**src/rtl/core/sha1_pkg.sv**
```systemverilog
package sha1_pkg;

  typedef logic [31:0] word_t;
  typedef word_t [4:0] chain_t;   // index 0 holds h0

  localparam word_t H0 = 32'h67452301;
  localparam word_t H1 = 32'hEFCDAB89;
  localparam word_t H2 = 32'h98BADCFE;
  localparam word_t H3 = 32'h10325476;
  localparam word_t H4 = 32'hC3D2E1F0;
  localparam chain_t H_INIT = {H4, H3, H2, H1, H0};

  localparam word_t K0 = 32'h5A827999;
  localparam word_t K1 = 32'h6ED9EBA1;
  localparam word_t K2 = 32'h8F1BBCDC;
  localparam word_t K3 = 32'hCA62C1D6;

  localparam logic [7:0] PAD_MARK = 8'h80;
  localparam int unsigned SHA1_QUEUE_DEPTH = 4;
  localparam logic [6:0] LAST_ROUND = 7'd79;

  // item kinds after classification; bare idle items never enter the queue
  typedef enum logic [1:0] {
    OP_BYTE,
    OP_END,
    OP_BYTE_END
  } op_t;

  typedef struct packed {
    op_t        op;
    logic [7:0] data;
  } q_item_t;

  typedef enum logic [2:0] {
    ST_RUN,
    ST_MARK,
    ST_ZERO,
    ST_LEN,
    ST_DRAIN,
    ST_EMIT
  } back_state_t;

  typedef struct packed {
    logic start;
    logic init;
  } comp_ctl_t;

  function automatic word_t rotl(input word_t x, input int unsigned n);
    rotl = (x << n) | (x >> (32 - n));
  endfunction

  function automatic word_t round_k(input logic [6:0] rnd);
    if (rnd < 7'd20)      round_k = K0;
    else if (rnd < 7'd40) round_k = K1;
    else if (rnd < 7'd60) round_k = K2;
    else                  round_k = K3;
  endfunction

  function automatic word_t round_f(input logic [6:0] rnd, input word_t b,
                                    input word_t c, input word_t d);
    if (rnd < 7'd20)      round_f = (b & c) | (~b & d);
    else if (rnd < 7'd40) round_f = b ^ c ^ d;
    else if (rnd < 7'd60) round_f = (b & c) | (b & d) | (c & d);
    else                  round_f = b ^ c ^ d;
  endfunction

endpackage

```
**src/rtl/core/sha1_ifs.sv**
```systemverilog
interface sha1_in_if;
  logic       valid;
  logic       ready;
  logic [7:0] data_byte;
  logic       byte_present;
  logic       message_end;

  modport source (output valid, data_byte, byte_present, message_end, input ready);
  modport sink   (input valid, data_byte, byte_present, message_end, output ready);
endinterface

interface sha1_out_if;
  logic        valid;
  logic        ready;
  logic [31:0] digest_word;
  logic        digest_last;

  modport source (output valid, digest_word, digest_last, input ready);
  modport sink   (input valid, digest_word, digest_last, output ready);
endinterface

```
**src/rtl/core/sha1_front.sv**
```systemverilog
module sha1_front import sha1_pkg::*; (
  sha1_in_if.sink  in_ch,
  input  logic     q_full,
  output logic     q_push,
  output q_item_t  q_item
);

  always_comb begin
    in_ch.ready = !q_full;
    q_item.data = in_ch.data_byte;
    q_item.op   = OP_BYTE;
    q_push      = 1'b0;
    if (in_ch.byte_present && in_ch.message_end) begin
      q_item.op = OP_BYTE_END;
    end else if (in_ch.message_end) begin
      q_item.op = OP_END;
    end
    // idle transactions are taken and dropped
    if (in_ch.valid && !q_full && (in_ch.byte_present || in_ch.message_end)) begin
      q_push = 1'b1;
    end
  end

endmodule

```
**src/rtl/core/sha1_fifo.sv**
```systemverilog
module sha1_fifo import sha1_pkg::*; #(
  parameter int unsigned DEPTH = SHA1_QUEUE_DEPTH
) (
  input  logic    clk,
  input  logic    rst_n,
  input  logic    push,
  input  q_item_t push_item,
  input  logic    pop,
  output q_item_t pop_item,
  output logic    not_empty,
  output logic    full
);

  localparam int unsigned AW = (DEPTH > 1) ? $clog2(DEPTH) : 1;
  localparam int unsigned CW = $clog2(DEPTH + 1);

  q_item_t         q_r [DEPTH];
  logic [AW-1:0]   wr_ptr_r, rd_ptr_r;
  logic [CW-1:0]   cnt_r;
  logic            do_push, do_pop;

  assign full      = (cnt_r == CW'(DEPTH));
  assign not_empty = (cnt_r != '0);
  assign do_push   = push && !full;
  assign do_pop    = pop && not_empty;
  assign pop_item  = q_r[rd_ptr_r];

  always_ff @(posedge clk) begin
    if (!rst_n) begin
      wr_ptr_r <= '0;
      rd_ptr_r <= '0;
      cnt_r    <= '0;
    end else begin
      if (do_push) begin
        wr_ptr_r <= (wr_ptr_r == AW'(DEPTH - 1)) ? '0 : wr_ptr_r + AW'(1);
      end
      if (do_pop) begin
        rd_ptr_r <= (rd_ptr_r == AW'(DEPTH - 1)) ? '0 : rd_ptr_r + AW'(1);
      end
      if (do_push && !do_pop) begin
        cnt_r <= cnt_r + CW'(1);
      end else if (do_pop && !do_push) begin
        cnt_r <= cnt_r - CW'(1);
      end
    end
  end

  always_ff @(posedge clk) begin
    if (do_push) begin
      q_r[wr_ptr_r] <= push_item;
    end
  end

endmodule

```
**src/rtl/core/sha1_compress.sv**
```systemverilog
module sha1_compress import sha1_pkg::*; (
  input  logic         clk,
  input  logic         rst_n,
  input  comp_ctl_t    ctl,
  input  logic [511:0] block,
  output logic         busy,
  output chain_t       chain
);

  logic        busy_r, fin_r;
  logic [6:0]  rnd_r;
  word_t       a_r, b_r, c_r, d_r, e_r;
  word_t       w_r [16];
  chain_t      h_r;
  word_t       tmp, w_new;
  logic        load;

  assign busy  = busy_r;
  assign chain = h_r;
  assign load  = ctl.start && !busy_r;

  assign tmp   = rotl(a_r, 5) + round_f(rnd_r, b_r, c_r, d_r) + e_r
               + round_k(rnd_r) + w_r[0];
  assign w_new = rotl(w_r[13] ^ w_r[8] ^ w_r[2] ^ w_r[0], 1);

  always_ff @(posedge clk) begin
    if (!rst_n) begin
      busy_r <= 1'b0;
      fin_r  <= 1'b0;
      rnd_r  <= '0;
      h_r    <= H_INIT;
    end else begin
      if (ctl.init) begin
        h_r <= H_INIT;
      end
      if (load) begin
        busy_r <= 1'b1;
        rnd_r  <= '0;
      end else if (busy_r && !fin_r) begin
        rnd_r <= rnd_r + 7'd1;
        if (rnd_r == LAST_ROUND) begin
          fin_r <= 1'b1;
        end
      end else if (fin_r) begin
        h_r[0] <= h_r[0] + a_r;
        h_r[1] <= h_r[1] + b_r;
        h_r[2] <= h_r[2] + c_r;
        h_r[3] <= h_r[3] + d_r;
        h_r[4] <= h_r[4] + e_r;
        fin_r  <= 1'b0;
        busy_r <= 1'b0;
      end
    end
  end

  // working variables and message schedule window, w_r[0] is the current word
  always_ff @(posedge clk) begin
    if (load) begin
      a_r <= h_r[0];
      b_r <= h_r[1];
      c_r <= h_r[2];
      d_r <= h_r[3];
      e_r <= h_r[4];
      for (int i = 0; i < 16; i++) begin
        w_r[i] <= block[511 - 32*i -: 32];
      end
    end else if (busy_r && !fin_r) begin
      a_r <= tmp;
      b_r <= a_r;
      c_r <= rotl(b_r, 30);
      d_r <= c_r;
      e_r <= d_r;
      for (int i = 0; i < 15; i++) begin
        w_r[i] <= w_r[i+1];
      end
      w_r[15] <= w_new;
    end
  end

endmodule

```
**src/rtl/core/sha1_back.sv**
```systemverilog
module sha1_back import sha1_pkg::*; (
  input  logic          clk,
  input  logic          rst_n,
  input  logic          q_valid,
  input  q_item_t       q_item,
  output logic          q_pop,
  input  logic          comp_busy,
  input  chain_t        chain,
  output comp_ctl_t     comp_ctl,
  output logic [511:0]  block,
  sha1_out_if.source    out_ch
);

  back_state_t  state_r, state_nxt;
  logic [511:0] blk_r;
  logic [5:0]   fill_r;
  logic         full_r;
  logic [63:0]  bits_r;
  logic [2:0]   len_idx_r, len_idx_nxt;
  logic [2:0]   emit_idx_r, emit_idx_nxt;
  logic         push_ok, push, count_bits, last_out;
  logic [7:0]   push_data, len_byte;

  assign block    = blk_r;
  assign push_ok  = !full_r;
  assign len_byte = bits_r[{3'd7 - len_idx_r, 3'b000} +: 8];
  assign last_out = out_ch.valid && out_ch.ready && (emit_idx_r == 3'd4);

  always_comb begin
    state_nxt      = state_r;
    len_idx_nxt    = len_idx_r;
    emit_idx_nxt   = emit_idx_r;
    q_pop          = 1'b0;
    push           = 1'b0;
    push_data      = q_item.data;
    count_bits     = 1'b0;
    comp_ctl.start = full_r && !comp_busy;
    comp_ctl.init  = 1'b0;
    out_ch.valid   = 1'b0;
    unique case (state_r)
      ST_RUN: begin
        if (q_valid && push_ok) begin
          q_pop = 1'b1;
          unique case (q_item.op)
            OP_BYTE: begin
              push       = 1'b1;
              count_bits = 1'b1;
            end
            OP_END: begin
              state_nxt = ST_MARK;
            end
            OP_BYTE_END: begin
              push       = 1'b1;
              count_bits = 1'b1;
              state_nxt  = ST_MARK;
            end
            default: ;
          endcase
        end
      end
      ST_MARK: begin
        push_data = PAD_MARK;
        if (push_ok) begin
          push      = 1'b1;
          state_nxt = ST_ZERO;
        end
      end
      ST_ZERO: begin
        push_data = 8'h00;
        if (push_ok) begin
          if (fill_r == 6'd56) begin
            state_nxt   = ST_LEN;
            len_idx_nxt = '0;
          end else begin
            push = 1'b1;
          end
        end
      end
      ST_LEN: begin
        push_data = len_byte;
        if (push_ok) begin
          push        = 1'b1;
          len_idx_nxt = len_idx_r + 3'd1;
          if (len_idx_r == 3'd7) begin
            state_nxt = ST_DRAIN;
          end
        end
      end
      ST_DRAIN: begin
        if (!full_r && !comp_busy) begin
          state_nxt    = ST_EMIT;
          emit_idx_nxt = '0;
        end
      end
      ST_EMIT: begin
        out_ch.valid = 1'b1;
        if (out_ch.ready) begin
          emit_idx_nxt = emit_idx_r + 3'd1;
          if (emit_idx_r == 3'd4) begin
            comp_ctl.init = 1'b1;
            state_nxt     = ST_RUN;
          end
        end
      end
      default: state_nxt = ST_RUN;
    endcase
  end

  assign out_ch.digest_word = chain[emit_idx_r];
  assign out_ch.digest_last = (emit_idx_r == 3'd4);

  always_ff @(posedge clk) begin
    if (!rst_n) begin
      state_r    <= ST_RUN;
    end else begin
      state_r    <= state_nxt;
    end
  end

  always_ff @(posedge clk) begin
    if (!rst_n) begin
      fill_r     <= '0;
      full_r     <= 1'b0;
      bits_r     <= '0;
      len_idx_r  <= '0;
      emit_idx_r <= '0;
    end else begin
      len_idx_r  <= len_idx_nxt;
      emit_idx_r <= emit_idx_nxt;
      if (push) begin
        fill_r <= fill_r + 6'd1;
        if (fill_r == 6'd63) begin
          full_r <= 1'b1;
        end
      end else if (comp_ctl.start) begin
        full_r <= 1'b0;
      end
      if (last_out) begin
        bits_r <= '0;
      end else if (count_bits) begin
        bits_r <= bits_r + 64'd8;
      end
    end
  end

  // block assembly: first byte of a block ends up in the top byte lane
  always_ff @(posedge clk) begin
    if (push) begin
      blk_r <= {blk_r[503:0], push_data};
    end
  end

endmodule

```
**src/rtl/core/sha1_message_digest.sv**
```systemverilog
// Channel  | Dir | Payload                                   | Transaction
// ---------+-----+-------------------------------------------+-----------------------------
// in_ch    | in  | data_byte[7:0], byte_present, message_end | one byte and/or end marker
// out_ch   | out | digest_word[31:0], digest_last            | one digest word, h0 first
//
// Flow: the back end takes one byte per cycle unless a full block waits for the round
//   unit, which compresses a block in order (load, 80 rounds, one chaining add),
//   overlapped with filling the next block, so the round unit paces a long message.
//   A message end appends the pad bytes (up to 72: the 0x80 mark, the zero fill and
//   the 64-bit bit length), then one or two block compressions, then five output
//   transactions.
// Reset: synchronous; chaining words load h0..h4, byte and bit counters clear.
// Stalls: the item queue (QUEUE_DEPTH items) lets in_ch keep taking input, until it
//   fills, while the back end compresses, pads or waits on a stalled out_ch.
module sha1_message_digest import sha1_pkg::*; #(
  parameter int unsigned QUEUE_DEPTH = SHA1_QUEUE_DEPTH
) (
  input  logic       clk,
  input  logic       rst_n,
  sha1_in_if.sink    in_ch,
  sha1_out_if.source out_ch
);

  logic         q_push, q_pop, q_valid, q_full;
  q_item_t      q_in_item, q_out_item;
  comp_ctl_t    comp_ctl;
  logic         comp_busy;
  chain_t       chain;
  logic [511:0] block;

  // front end: handshake and classification of each input transaction
  sha1_front u_front (
    .in_ch  (in_ch),
    .q_full (q_full),
    .q_push (q_push),
    .q_item (q_in_item)
  );

  sha1_fifo #(
    .DEPTH (QUEUE_DEPTH)
  ) u_fifo (
    .clk       (clk),
    .rst_n     (rst_n),
    .push      (q_push),
    .push_item (q_in_item),
    .pop       (q_pop),
    .pop_item  (q_out_item),
    .not_empty (q_valid),
    .full      (q_full)
  );

  // back end: block assembly, padding, length append and digest output
  sha1_back u_back (
    .clk       (clk),
    .rst_n     (rst_n),
    .q_valid   (q_valid),
    .q_item    (q_out_item),
    .q_pop     (q_pop),
    .comp_busy (comp_busy),
    .chain     (chain),
    .comp_ctl  (comp_ctl),
    .block     (block),
    .out_ch    (out_ch)
  );

  // round unit: one SHA-1 round per cycle, owns the chaining words
  sha1_compress u_compress (
    .clk   (clk),
    .rst_n (rst_n),
    .ctl   (comp_ctl),
    .block (block),
    .busy  (comp_busy),
    .chain (chain)
  );

endmodule

```
**src/flat_wrapper.sv**
```systemverilog
// flat-port wrapper written by rule: the top's interface ports become plain ports
module sha1_message_digest_flat import sha1_pkg::*;
#(
  parameter int unsigned QUEUE_DEPTH = SHA1_QUEUE_DEPTH
)
  (clk, rst_n, in_ch_valid, in_ch_data_byte, in_ch_byte_present, in_ch_message_end, in_ch_ready, out_ch_valid, out_ch_digest_word, out_ch_digest_last, out_ch_ready);
  sha1_in_if in_ch_i ();
  sha1_out_if out_ch_i ();
  input  logic clk;
  input  logic rst_n;
  input wire logic [$bits(in_ch_i.valid)-1:0] in_ch_valid;
  input wire logic [$bits(in_ch_i.data_byte)-1:0] in_ch_data_byte;
  input wire logic [$bits(in_ch_i.byte_present)-1:0] in_ch_byte_present;
  input wire logic [$bits(in_ch_i.message_end)-1:0] in_ch_message_end;
  output wire logic [$bits(in_ch_i.ready)-1:0] in_ch_ready;
  output wire logic [$bits(out_ch_i.valid)-1:0] out_ch_valid;
  output wire logic [$bits(out_ch_i.digest_word)-1:0] out_ch_digest_word;
  output wire logic [$bits(out_ch_i.digest_last)-1:0] out_ch_digest_last;
  input wire logic [$bits(out_ch_i.ready)-1:0] out_ch_ready;
  assign in_ch_i.valid = in_ch_valid;
  assign in_ch_i.data_byte = in_ch_data_byte;
  assign in_ch_i.byte_present = in_ch_byte_present;
  assign in_ch_i.message_end = in_ch_message_end;
  assign in_ch_ready = in_ch_i.ready;
  assign out_ch_valid = out_ch_i.valid;
  assign out_ch_digest_word = out_ch_i.digest_word;
  assign out_ch_digest_last = out_ch_i.digest_last;
  assign out_ch_i.ready = out_ch_ready;
  sha1_message_digest #(.QUEUE_DEPTH(QUEUE_DEPTH)) u_core (.clk(clk), .rst_n(rst_n), .in_ch(in_ch_i), .out_ch(out_ch_i));
endmodule
```
**config.mk**
```make
export PLATFORM = sky130hd
export DESIGN_NAME = sha1_message_digest_flat
export DESIGN_NICKNAME = d
export VERILOG_FILES = /design/src/rtl/core/sha1_pkg.sv /design/src/rtl/core/sha1_ifs.sv /design/src/rtl/core/sha1_front.sv /design/src/rtl/core/sha1_fifo.sv /design/src/rtl/core/sha1_compress.sv /design/src/rtl/core/sha1_back.sv /design/src/rtl/core/sha1_message_digest.sv /design/src/flat_wrapper.sv
export SDC_FILE = /design/constraint.sdc
export NUM_CORES = 2
export LEC_CHECK = 0
export BUFFER_PORTS_ARGS = -buffer_cell sky130_fd_sc_hd__buf_4
export CAP_MARGIN = 10
export CELL_PAD_IN_SITES_DETAIL_PLACEMENT = 0
export CELL_PAD_IN_SITES_GLOBAL_PLACEMENT = 2
export CORE_UTILIZATION = 47
export DETAILED_ROUTE_END_ITERATION = 10
export PLACE_DENSITY = 0.91
export REMOVE_ABC_BUFFERS = 1
export SYNTH_ARGS = -nofsm -noshare
export SYNTH_HDL_FRONTEND = slang
export SYNTH_SLANG_ARGS = --single-unit
```
**constraint.sdc**
```tcl
create_clock -name clk -period 121.6 [get_ports clk]
set_input_delay 0 -clock clk [delete_from_list [all_inputs] [get_ports clk]]
set_output_delay 0 -clock clk [all_outputs]
set_load 0.05 [all_outputs]
```
# ---- Yosys cells after proc, flatten, opt, wreduce, memory -nomap -nowiden
# Memories as Yosys holds them, arrays and structs flattened. A register that Yosys moved wholly into a read port is not among the register bits.
# Cells that the tools add are included.
dict set report word_totals {
  ram_bits 552
  in_bits 14
  register_bits 928
  rom_bits 0
  latch_bits 0
  mem_count 2
}
dict set report op_classes {
  n_reduce_logical 41
  multipliers 0
  n_addsub 19
  bitwise_logic 34
  n_mux 94
  div_mod_pow 0
  magnitude_cmp 4
  n_eq_ne 28
  n_shift 1
}
# name depth width rd rd_ports_with_merged_regs wr line
set memory_table {}
lappend memory_table {u_core.u_compress.w_r 16 32 16 0 16 sha1_compress.sv:13} ;# word_t w_r [16];
lappend memory_table {u_core.u_fifo.q_r 4 10 1 1 1 sha1_fifo.sv:17} ;# q_item_t q_r [DEPTH];
# cell n
set ops {}
lappend ops {{2-to-1 mux 32 bit} 32}
lappend ops {{2-to-1 mux 160 bit} 4}
lappend ops {{adder 32 bit} 9}
lappend ops {{XOR 32 bit} 5}
lappend ops {{bitwise AND 32 bit} 4}
lappend ops {{binary-select mux 32 bit (select 3 bit)} 1}
lappend ops {{OR 32 bit} 3}
lappend ops {{adder 64 x 4 -> 64 bit (second input constant)} 1}
lappend ops {{indexed part select 64 x 7 -> 8 bit} 1}
lappend ops {{2-to-1 mux 3 bit} 17}
lappend ops {{inverter 32 bit} 1}
lappend ops {{OR 32 x 1 -> 32 bit} 1}
lappend ops {{OR 32 x 30 -> 32 bit} 1}
lappend ops {{OR 32 x 5 -> 32 bit} 1}
lappend ops {{2-to-1 mux 31 bit} 1}
lappend ops {{2-to-1 mux 1 bit} 29}
lappend ops {{inequality test 2 bit (second input constant)} 12}
lappend ops {{one-hot mux 8 bit (3 select lines)} 1}
lappend ops {{one-hot mux 3 bit (6 select lines)} 1}
lappend ops {{OR 1 bit} 16}
lappend ops {{== test 3 bit (second input constant)} 5}
lappend ops {{logical AND 1 bit} 14}
lappend ops {{less-than comparator 7 x 6 -> 1 bit (second input constant)} 2}
lappend ops {{== test 6 bit (second input constant)} 2}
lappend ops {{other kinds (29)} 57}

# ---- Longest topological paths before layout
dict set report depth {
  ltp_word 12
  ltp_mapped 27
  ltp_nobuf 26
}

# ---- Hierarchy
# A second synthesis with hierarchy kept.
dict set report unflattened {
  cells_unflattened 6492
  hier_area_um2 71023.1
}
# module cells_each area_per_inst_um2 n_inst seq_area_each_um2
set modules_own_cells {}
lappend modules_own_cells {sha1_compress 5163 47847.1 1 23562.6}
lappend modules_own_cells {sha1_back 1214 21167.8 1 16916.2}
lappend modules_own_cells {sha1_fifo 103 1918.1 1 1381.3}
lappend modules_own_cells {sha1_front 12 90.1 1 0.0}

# ---- Worst setup path after synthesis
# OpenSTA, ideal clock, no wires.
dict set report synth_path {
  kind {register to register}
  start {register u_core.u_back.fill_r[0]}
  end {register u_core.u_back.fill_r[3]}
  setup_slack_ns 78.079
  stages_incl_launch_ff 9
  path_buffers 0
  arrival_time_ns 43.459
  t_required_ns 121.539
  cell_sequence {dfxtp_1 > inv_1 > ha_1 > a31oi_1 > a21oi_1 > o32ai_1 > nand4_1 > xnor2_1 > and2_1}
}
dict set report synth_via {
  elab_chain_len 4
}
# element line
set synth_rtl {}
lappend synth_rtl {{start: declaration} sha1_back.sv:16} ;# logic [5:0] fill_r;
lappend synth_rtl {{start signal: assignment} sha1_back.sv:131} ;# fill_r <= fill_r + 6'd1;
lappend synth_rtl {{== test 6 bit} sha1_back.sv:71} ;# if (fill_r == 6'd56) begin
lappend synth_rtl {{2-to-1 mux 1 bit} sha1_back.sv:71}
lappend synth_rtl {{2-to-1 mux 1 bit} sha1_back.sv:70} ;# if (push_ok) begin
lappend synth_rtl {{one-hot mux 1 bit (3 select lines)} sha1_back.sv:40} ;# unique case (state_r)
lappend synth_rtl {{via u_core.u_back.push} sha1_back.sv:21} ;# logic push_ok, push, count_bits, last_out;
# The timed path passes the listed nets, and every way through them passes these cells.
# A chain may end at the register's enable or synchronous reset.

# ---- Worst setup path after layout
dict set report layout_path {
  start {register u_core.u_compress.rnd_r[3]}
  end {register u_core.u_compress.a_r[31] (data pin)}
}
dict set report layout_via {
  elab_chain_len 10
}
# element line
set layout_rtl {}
lappend layout_rtl {{start: declaration} sha1_compress.sv:11} ;# logic [6:0] rnd_r;
lappend layout_rtl {{start signal: assignment} sha1_compress.sv:40} ;# rnd_r <= rnd_r + 7'd1;
lappend layout_rtl {{less-than comparator 7 x 6 -> 1 bit} {sha1_pkg.sv:55, sha1_pkg.sv:63}}
lappend layout_rtl {{2-to-1 mux 32 bit} sha1_pkg.sv:63} ;# else if (rnd < 7'd60) round_f = (b & c) | (b & d) | (c & d);
lappend layout_rtl {{2-to-1 mux 32 bit} sha1_pkg.sv:62} ;# else if (rnd < 7'd40) round_f = b ^ c ^ d;
lappend layout_rtl {{2-to-1 mux 32 bit} sha1_pkg.sv:61} ;# if (rnd < 7'd20) round_f = (b & c) | (~b & d);
lappend layout_rtl {{adder 32 bit (2 in a row)} sha1_compress.sv:22} ;# assign tmp = rotl(a_r, 5) + round_f(rnd_r, b_r, c_r, d_r) + e_r
lappend layout_rtl {{adder 32 bit (*) (2 in a row)} sha1_compress.sv:23} ;# + round_k(rnd_r) + w_r[0];
lappend layout_rtl {{2-to-1 mux 32 bit (*)} sha1_compress.sv:67} ;# end else if (busy_r && !fin_r) begin
lappend layout_rtl {{2-to-1 mux 32 bit (*)} sha1_compress.sv:58} ;# if (load) begin
lappend layout_rtl {{end signal: assignment} sha1_compress.sv:59} ;# a_r <= h_r[0];
lappend layout_rtl {{end signal: assignment} sha1_compress.sv:68} ;# a_r <= tmp;
lappend layout_rtl {{end: declaration} sha1_compress.sv:12} ;# word_t a_r, b_r, c_r, d_r, e_r;
# Mark *: on every way between the ends. The rest lies on a longest branch, timed or not. The select of a mux whose other input is x is not followed.

==> parameters.txt <==
Parameter                              Value

Status
  Result of the run    completed

Job
  Max Cap Viol    0

Yosys
  Mean cell area of the mapped netlist    about 11 um2
  Synth async-reset ratio    0%
  Cell taking the most area after synthesis    sky130_fd_sc_hd__edfxtp_1
  Synth warnings    0
  Number of distinct library cell variants in the gate-level netlist after synthesis    86
  Top cells by area, synth    sky130_fd_sc_hd__edfxtp_1 52%, sky130_fd_sc_hd__nand2_1 11%, sky130_fd_sc_hd__dfxtp_1 7.3%, sky130_fd_sc_hd__ha_1 3.7%, sky130_fd_sc_hd__fa_1 3.6%
  Post-synth EDFFs    about 1200
  Area share of the largest cell type after synthesis    a little over half
  Main flop type after synthesis    sky130_fd_sc_hd__edfxtp_1
  Register bit count reported by yosys    1479
  Sequential element share of the synthesized area    between 50% and 60%
  Synthesized instance count    between 6000 and 7000
  Cell area after synthesis    roughly 0.070 mm2

STA
  Tightest Pin Transition    approximately 1.3 ns
  Worst Clk Skew    approximately 0.022 ns
  Final hold violations    0
  Post-Route Hold Slack    around 0.19 ns
  Post-layout minimum cycle time    between 7 and 8 ns
  Unrepaired setup endpoints after global routing    no
  Share of the clock period used by the worst path    roughly 6.1%
  Number of slew-limit violations in the final report    0
  Highest attainable clock frequency    about 130 MHz
  Final setup violation count    0
  Total negative slack for setup checks    0 ns
  Headroom to the max-slew limit    between 10 and 15%

Drt
  DRC marker count from the first detailed-route iteration    3841
  Drt drc    0
  Number of vias in the routed layout    between 40000 and 50000
  Per-cell routed wire length    21.07 um
  Number of vias per cell after detailed routing    roughly 5.5
  Total Wirelength    ~180 mm
  Remaining number of nets flagged by the antenna check after routing    0
  Drt pass-1 iters    9

Worst setup path
  Endpoint of the lowest-slack register-to-register path    u_core.u_compress.a_r[31]
  Depth of the worst register-to-register path    26
  Arrival time at the worst endpoint    between 7 and 8 ns
  Required time worst endpoint    about 120 ns
  Startpoint-to-endpoint class of the critical path    reg -> reg
  Critical path peak fanout    36
  Internal reg-to-reg setup slack    114.16 ns
  Worst setup SP type    flop
  RR Startpoint    u_core.u_compress.rnd_r[3]
  Crit end category    flop

Placement
  Buffers on Ports    between 40 and 50
  Placer Congestion    ~0.94
  HPWL reported at the end of detailed placement    roughly 120 mm

Die
  Die Outline Area    approximately 0.15 mm2
  CORE AREA    ~0.15 mm2
  Die W    388.5 um
  Vertical die dimension    roughly 390 um
  Starting density of the core    a little under half
  Core Rows    ~140
  I/O pins    between 40 and 50

CTS
  Post-CTS setup repair buffer count    0
  CTS tree    built
  Root buffer cell    sky130_fd_sc_hd__clkbuf_16
  Quantity of hold-fixing buffers added after cts    23
  H-tree lvl count    4
  Clock latency at the later pin of the worst-skew pair    around 0.79 ns
  Sinks on the clock net    1479
  CTS resizes    0
  Clock Pin Slew Worst Setup and Hold Paths    about 0.070 ns
  Number of clock buffers inserted by TritonCTS    160
  Bufs on Longest Clock Path    3

Cells and area
  Number of nets at the end of the flow    slightly below 7000
  Commonest cells after routing, fill and taps aside    2042 x sky130_fd_sc_hd__nand2_1, 1224 x sky130_fd_sc_hd__edfxtp_1, 319 x sky130_fd_sc_hd__inv_1
  Diode count    0
  Synthesis-to-layout area growth    10.90%
  Fraction of layout cells with a size suffix above 1    roughly 7%
  Most frequent standard cell in the layout excluding fill and tap cells    sky130_fd_sc_hd__nand2_1

Min path
  Worst Hold Path Cells    3
  Class of the tightest hold or removal check    in -> reg
  Worst min-delay path startpoint    in_ch_byte_present
  End of the worst hold path    u_core.u_fifo.q_r[1][9]

Pwr
  Cell Pwr Density    between 15 and 20 mW/mm2
  Static leakage power    between 30 and 40 nW
  Peak supply drop    0.02653 mV

Global route
  Global-route wire length before repair    274.8 mm
  Pin count of the biggest net entering global routing    roughly 200
  Remaining global-route overflow    0
  Initial antenna violation count    0
  Overall fraction of global-route tracks in use    approximately a quarter
  Number of global-route vias before repair    between 40000 and 50000
==> Yosys cell counts (102+ instances only) <==
master	count
sky130_fd_sc_hd__a21oi_1	223
sky130_fd_sc_hd__clkbuf_1	233
sky130_fd_sc_hd__dfxtp_1	255
sky130_fd_sc_hd__edfxtp_1	1224
sky130_fd_sc_hd__fa_1	126
sky130_fd_sc_hd__ha_1	207
sky130_fd_sc_hd__inv_1	319
sky130_fd_sc_hd__nand2_1	2047
sky130_fd_sc_hd__nor2_1	223
sky130_fd_sc_hd__o21ai_0	282
sky130_fd_sc_hd__xnor2_1	197
sky130_fd_sc_hd__xor2_1	102
==> sequential cells by signal, summed over array words and instances, names as in the netlist, named ones only <==
signal,flops
u_core.u_compress.busy,1
u_core.u_compress.w_r,512
u_core.u_fifo.wr_ptr_r,2
u_core.u_back.bits_r,61
u_core.u_compress.b_r,32
u_core.u_compress.a_r,32
u_core.u_compress.e_r,32
u_core.u_back.len_idx_r,3
u_core.u_compress.fin_r,1
u_core.u_fifo.q_r,40
u_core.u_compress.d_r,32
u_core.u_fifo.cnt_r,3
u_core.u_compress.chain,160
u_core.u_compress.rnd_r,7
u_core.u_back.block,512
u_core.u_back.full_r,1
u_core.u_compress.c_r,32
u_core.u_back.state_r,3
u_core.u_back.emit_idx_r,3
u_core.u_fifo.rd_ptr_r,2
u_core.u_back.fill_r,6
==> logic make-up (layout without fill, tap and decap cells) <==
| family | Yosys count | count (layout) | synth area share, % |
|---|---|---|---|
| xor+xnor | 299 | 299 | 3.730 |
| fa+ha+maj | 333 | 333 | 7.281 |
| buf+inv | 580 | 732 | 3.149 |
| simple gates | 2669 | 2669 | 15.72 |
| mux | 105 | 105 | 2.507 |
| flops | 1479 | 1479 | 59.62 |
| compound gates | 899 | 899 | 7.995 |
==> worst max-delay path by stage <==
| stage | start | end | slack (ns) | cells past startpoint |
|---|---|---|---|---|
| after global placement | u_core.u_compress.rnd_r[2] | u_core.u_compress.a_r[31] | 114.34 | 26 |
| final | u_core.u_compress.rnd_r[3] | u_core.u_compress.a_r[31] | 114.16 | 26 |
| after CTS | u_core.u_compress.rnd_r[2] | u_core.u_compress.a_r[31] | 114.16 | 26 |
| after floorplan | u_core.u_back.fill_r[0] | u_core.u_back.fill_r[3] | 78.07 | 8 |
| after global routing | u_core.u_compress.rnd_r[2] | u_core.u_compress.a_r[31] | 113.75 | 26 |
| after detailed placement | u_core.u_compress.rnd_r[2] | u_core.u_compress.a_r[31] | 114.21 | 26 |
==> power by group <==
group / internal [mW] / switching [mW] / leakage (nW)
registers: 0.724 / 0.0551 / 13.4
clock network: 0.270 / 0.204 / 2.49
logic: 0.0335 / 0.0981 / 14.5
total: 1.03 / 0.358 / 30.3
==> layer usage <==
layer / GRT usage (%) / part of all wire [%] / routed length [um] / up-vias
li1: - / - / - / 22080
met2: 36.75 / 46 / 81510 / 1262
met3: 3.607 / 5.5 / 9852 / 285
met5: 0 / 0 / 0 / -
met1: 33.83 / 46 / 81130 / 23090
met4: 7.884 / 3.1 / 5490 / 0
==> area by class of cell <==
cell class	instances	area (um2)
repair buffers	123	1069
clock buffers	201	4375
inverters	321	1205
multi-input cells	4305	26240
fillers	12830	70140
well taps	1930	2415
clock inverters	87	706.9
flip-flops and latches	1479	41860
==> worst max-delay path, stage by stage (launching register included) <==
cell,delay [ns]
sky130_fd_sc_hd__dfxtp_1,0.38
sky130_fd_sc_hd__o21a_1,0.22
sky130_fd_sc_hd__nor3_2,0.10
sky130_fd_sc_hd__buf_4,0.43
sky130_fd_sc_hd__nand2b_1,0.23
sky130_fd_sc_hd__inv_1,0.22
sky130_fd_sc_hd__nor2_2,0.13
sky130_fd_sc_hd__buf_4,0.32
sky130_fd_sc_hd__inv_2,0.29
sky130_fd_sc_hd__a222oi_1,0.44
sky130_fd_sc_hd__fa_1,0.51
sky130_fd_sc_hd__fa_1,0.51
sky130_fd_sc_hd__fa_1,0.55
sky130_fd_sc_hd__inv_1,0.05
sky130_fd_sc_hd__ha_1,0.20
sky130_fd_sc_hd__inv_1,0.07
sky130_fd_sc_hd__fa_1,0.20
sky130_fd_sc_hd__nor2b_1,0.05
sky130_fd_sc_hd__o21ai_0,0.21
sky130_fd_sc_hd__a21oi_1,0.16
sky130_fd_sc_hd__o311ai_1,0.41
sky130_fd_sc_hd__a21oi_1,0.23
sky130_fd_sc_hd__o211ai_1,0.46
sky130_fd_sc_hd__o21ai_0,0.25
sky130_fd_sc_hd__a41oi_1,0.29
sky130_fd_sc_hd__xnor2_1,0.14
sky130_fd_sc_hd__o21ai_1,0.07
==> stage by stage <==
| stage | cells | util [%] | worst slack [ns] | power (mW) | area (um2) |
|---|---|---|---|---|---|
| after floorplan | 6105 | - | 78.07 | 1.034 | 69210 |
| after global placement | 8134 | 49.01 | 114.34 | 0.9148 | 72540 |
| after detailed placement | 8134 | 49.01 | 114.21 | 0.9209 | 72540 |
| after CTS | 8445 | 52.60 | 114.16 | 1.400 | 77850 |
| after global routing | 8446 | 52.61 | 113.75 | 1.446 | 77870 |
| final | 8446 | 52.61 | 114.16 | 1.386 | 77870 |
(Power assumes the default switching activity.)
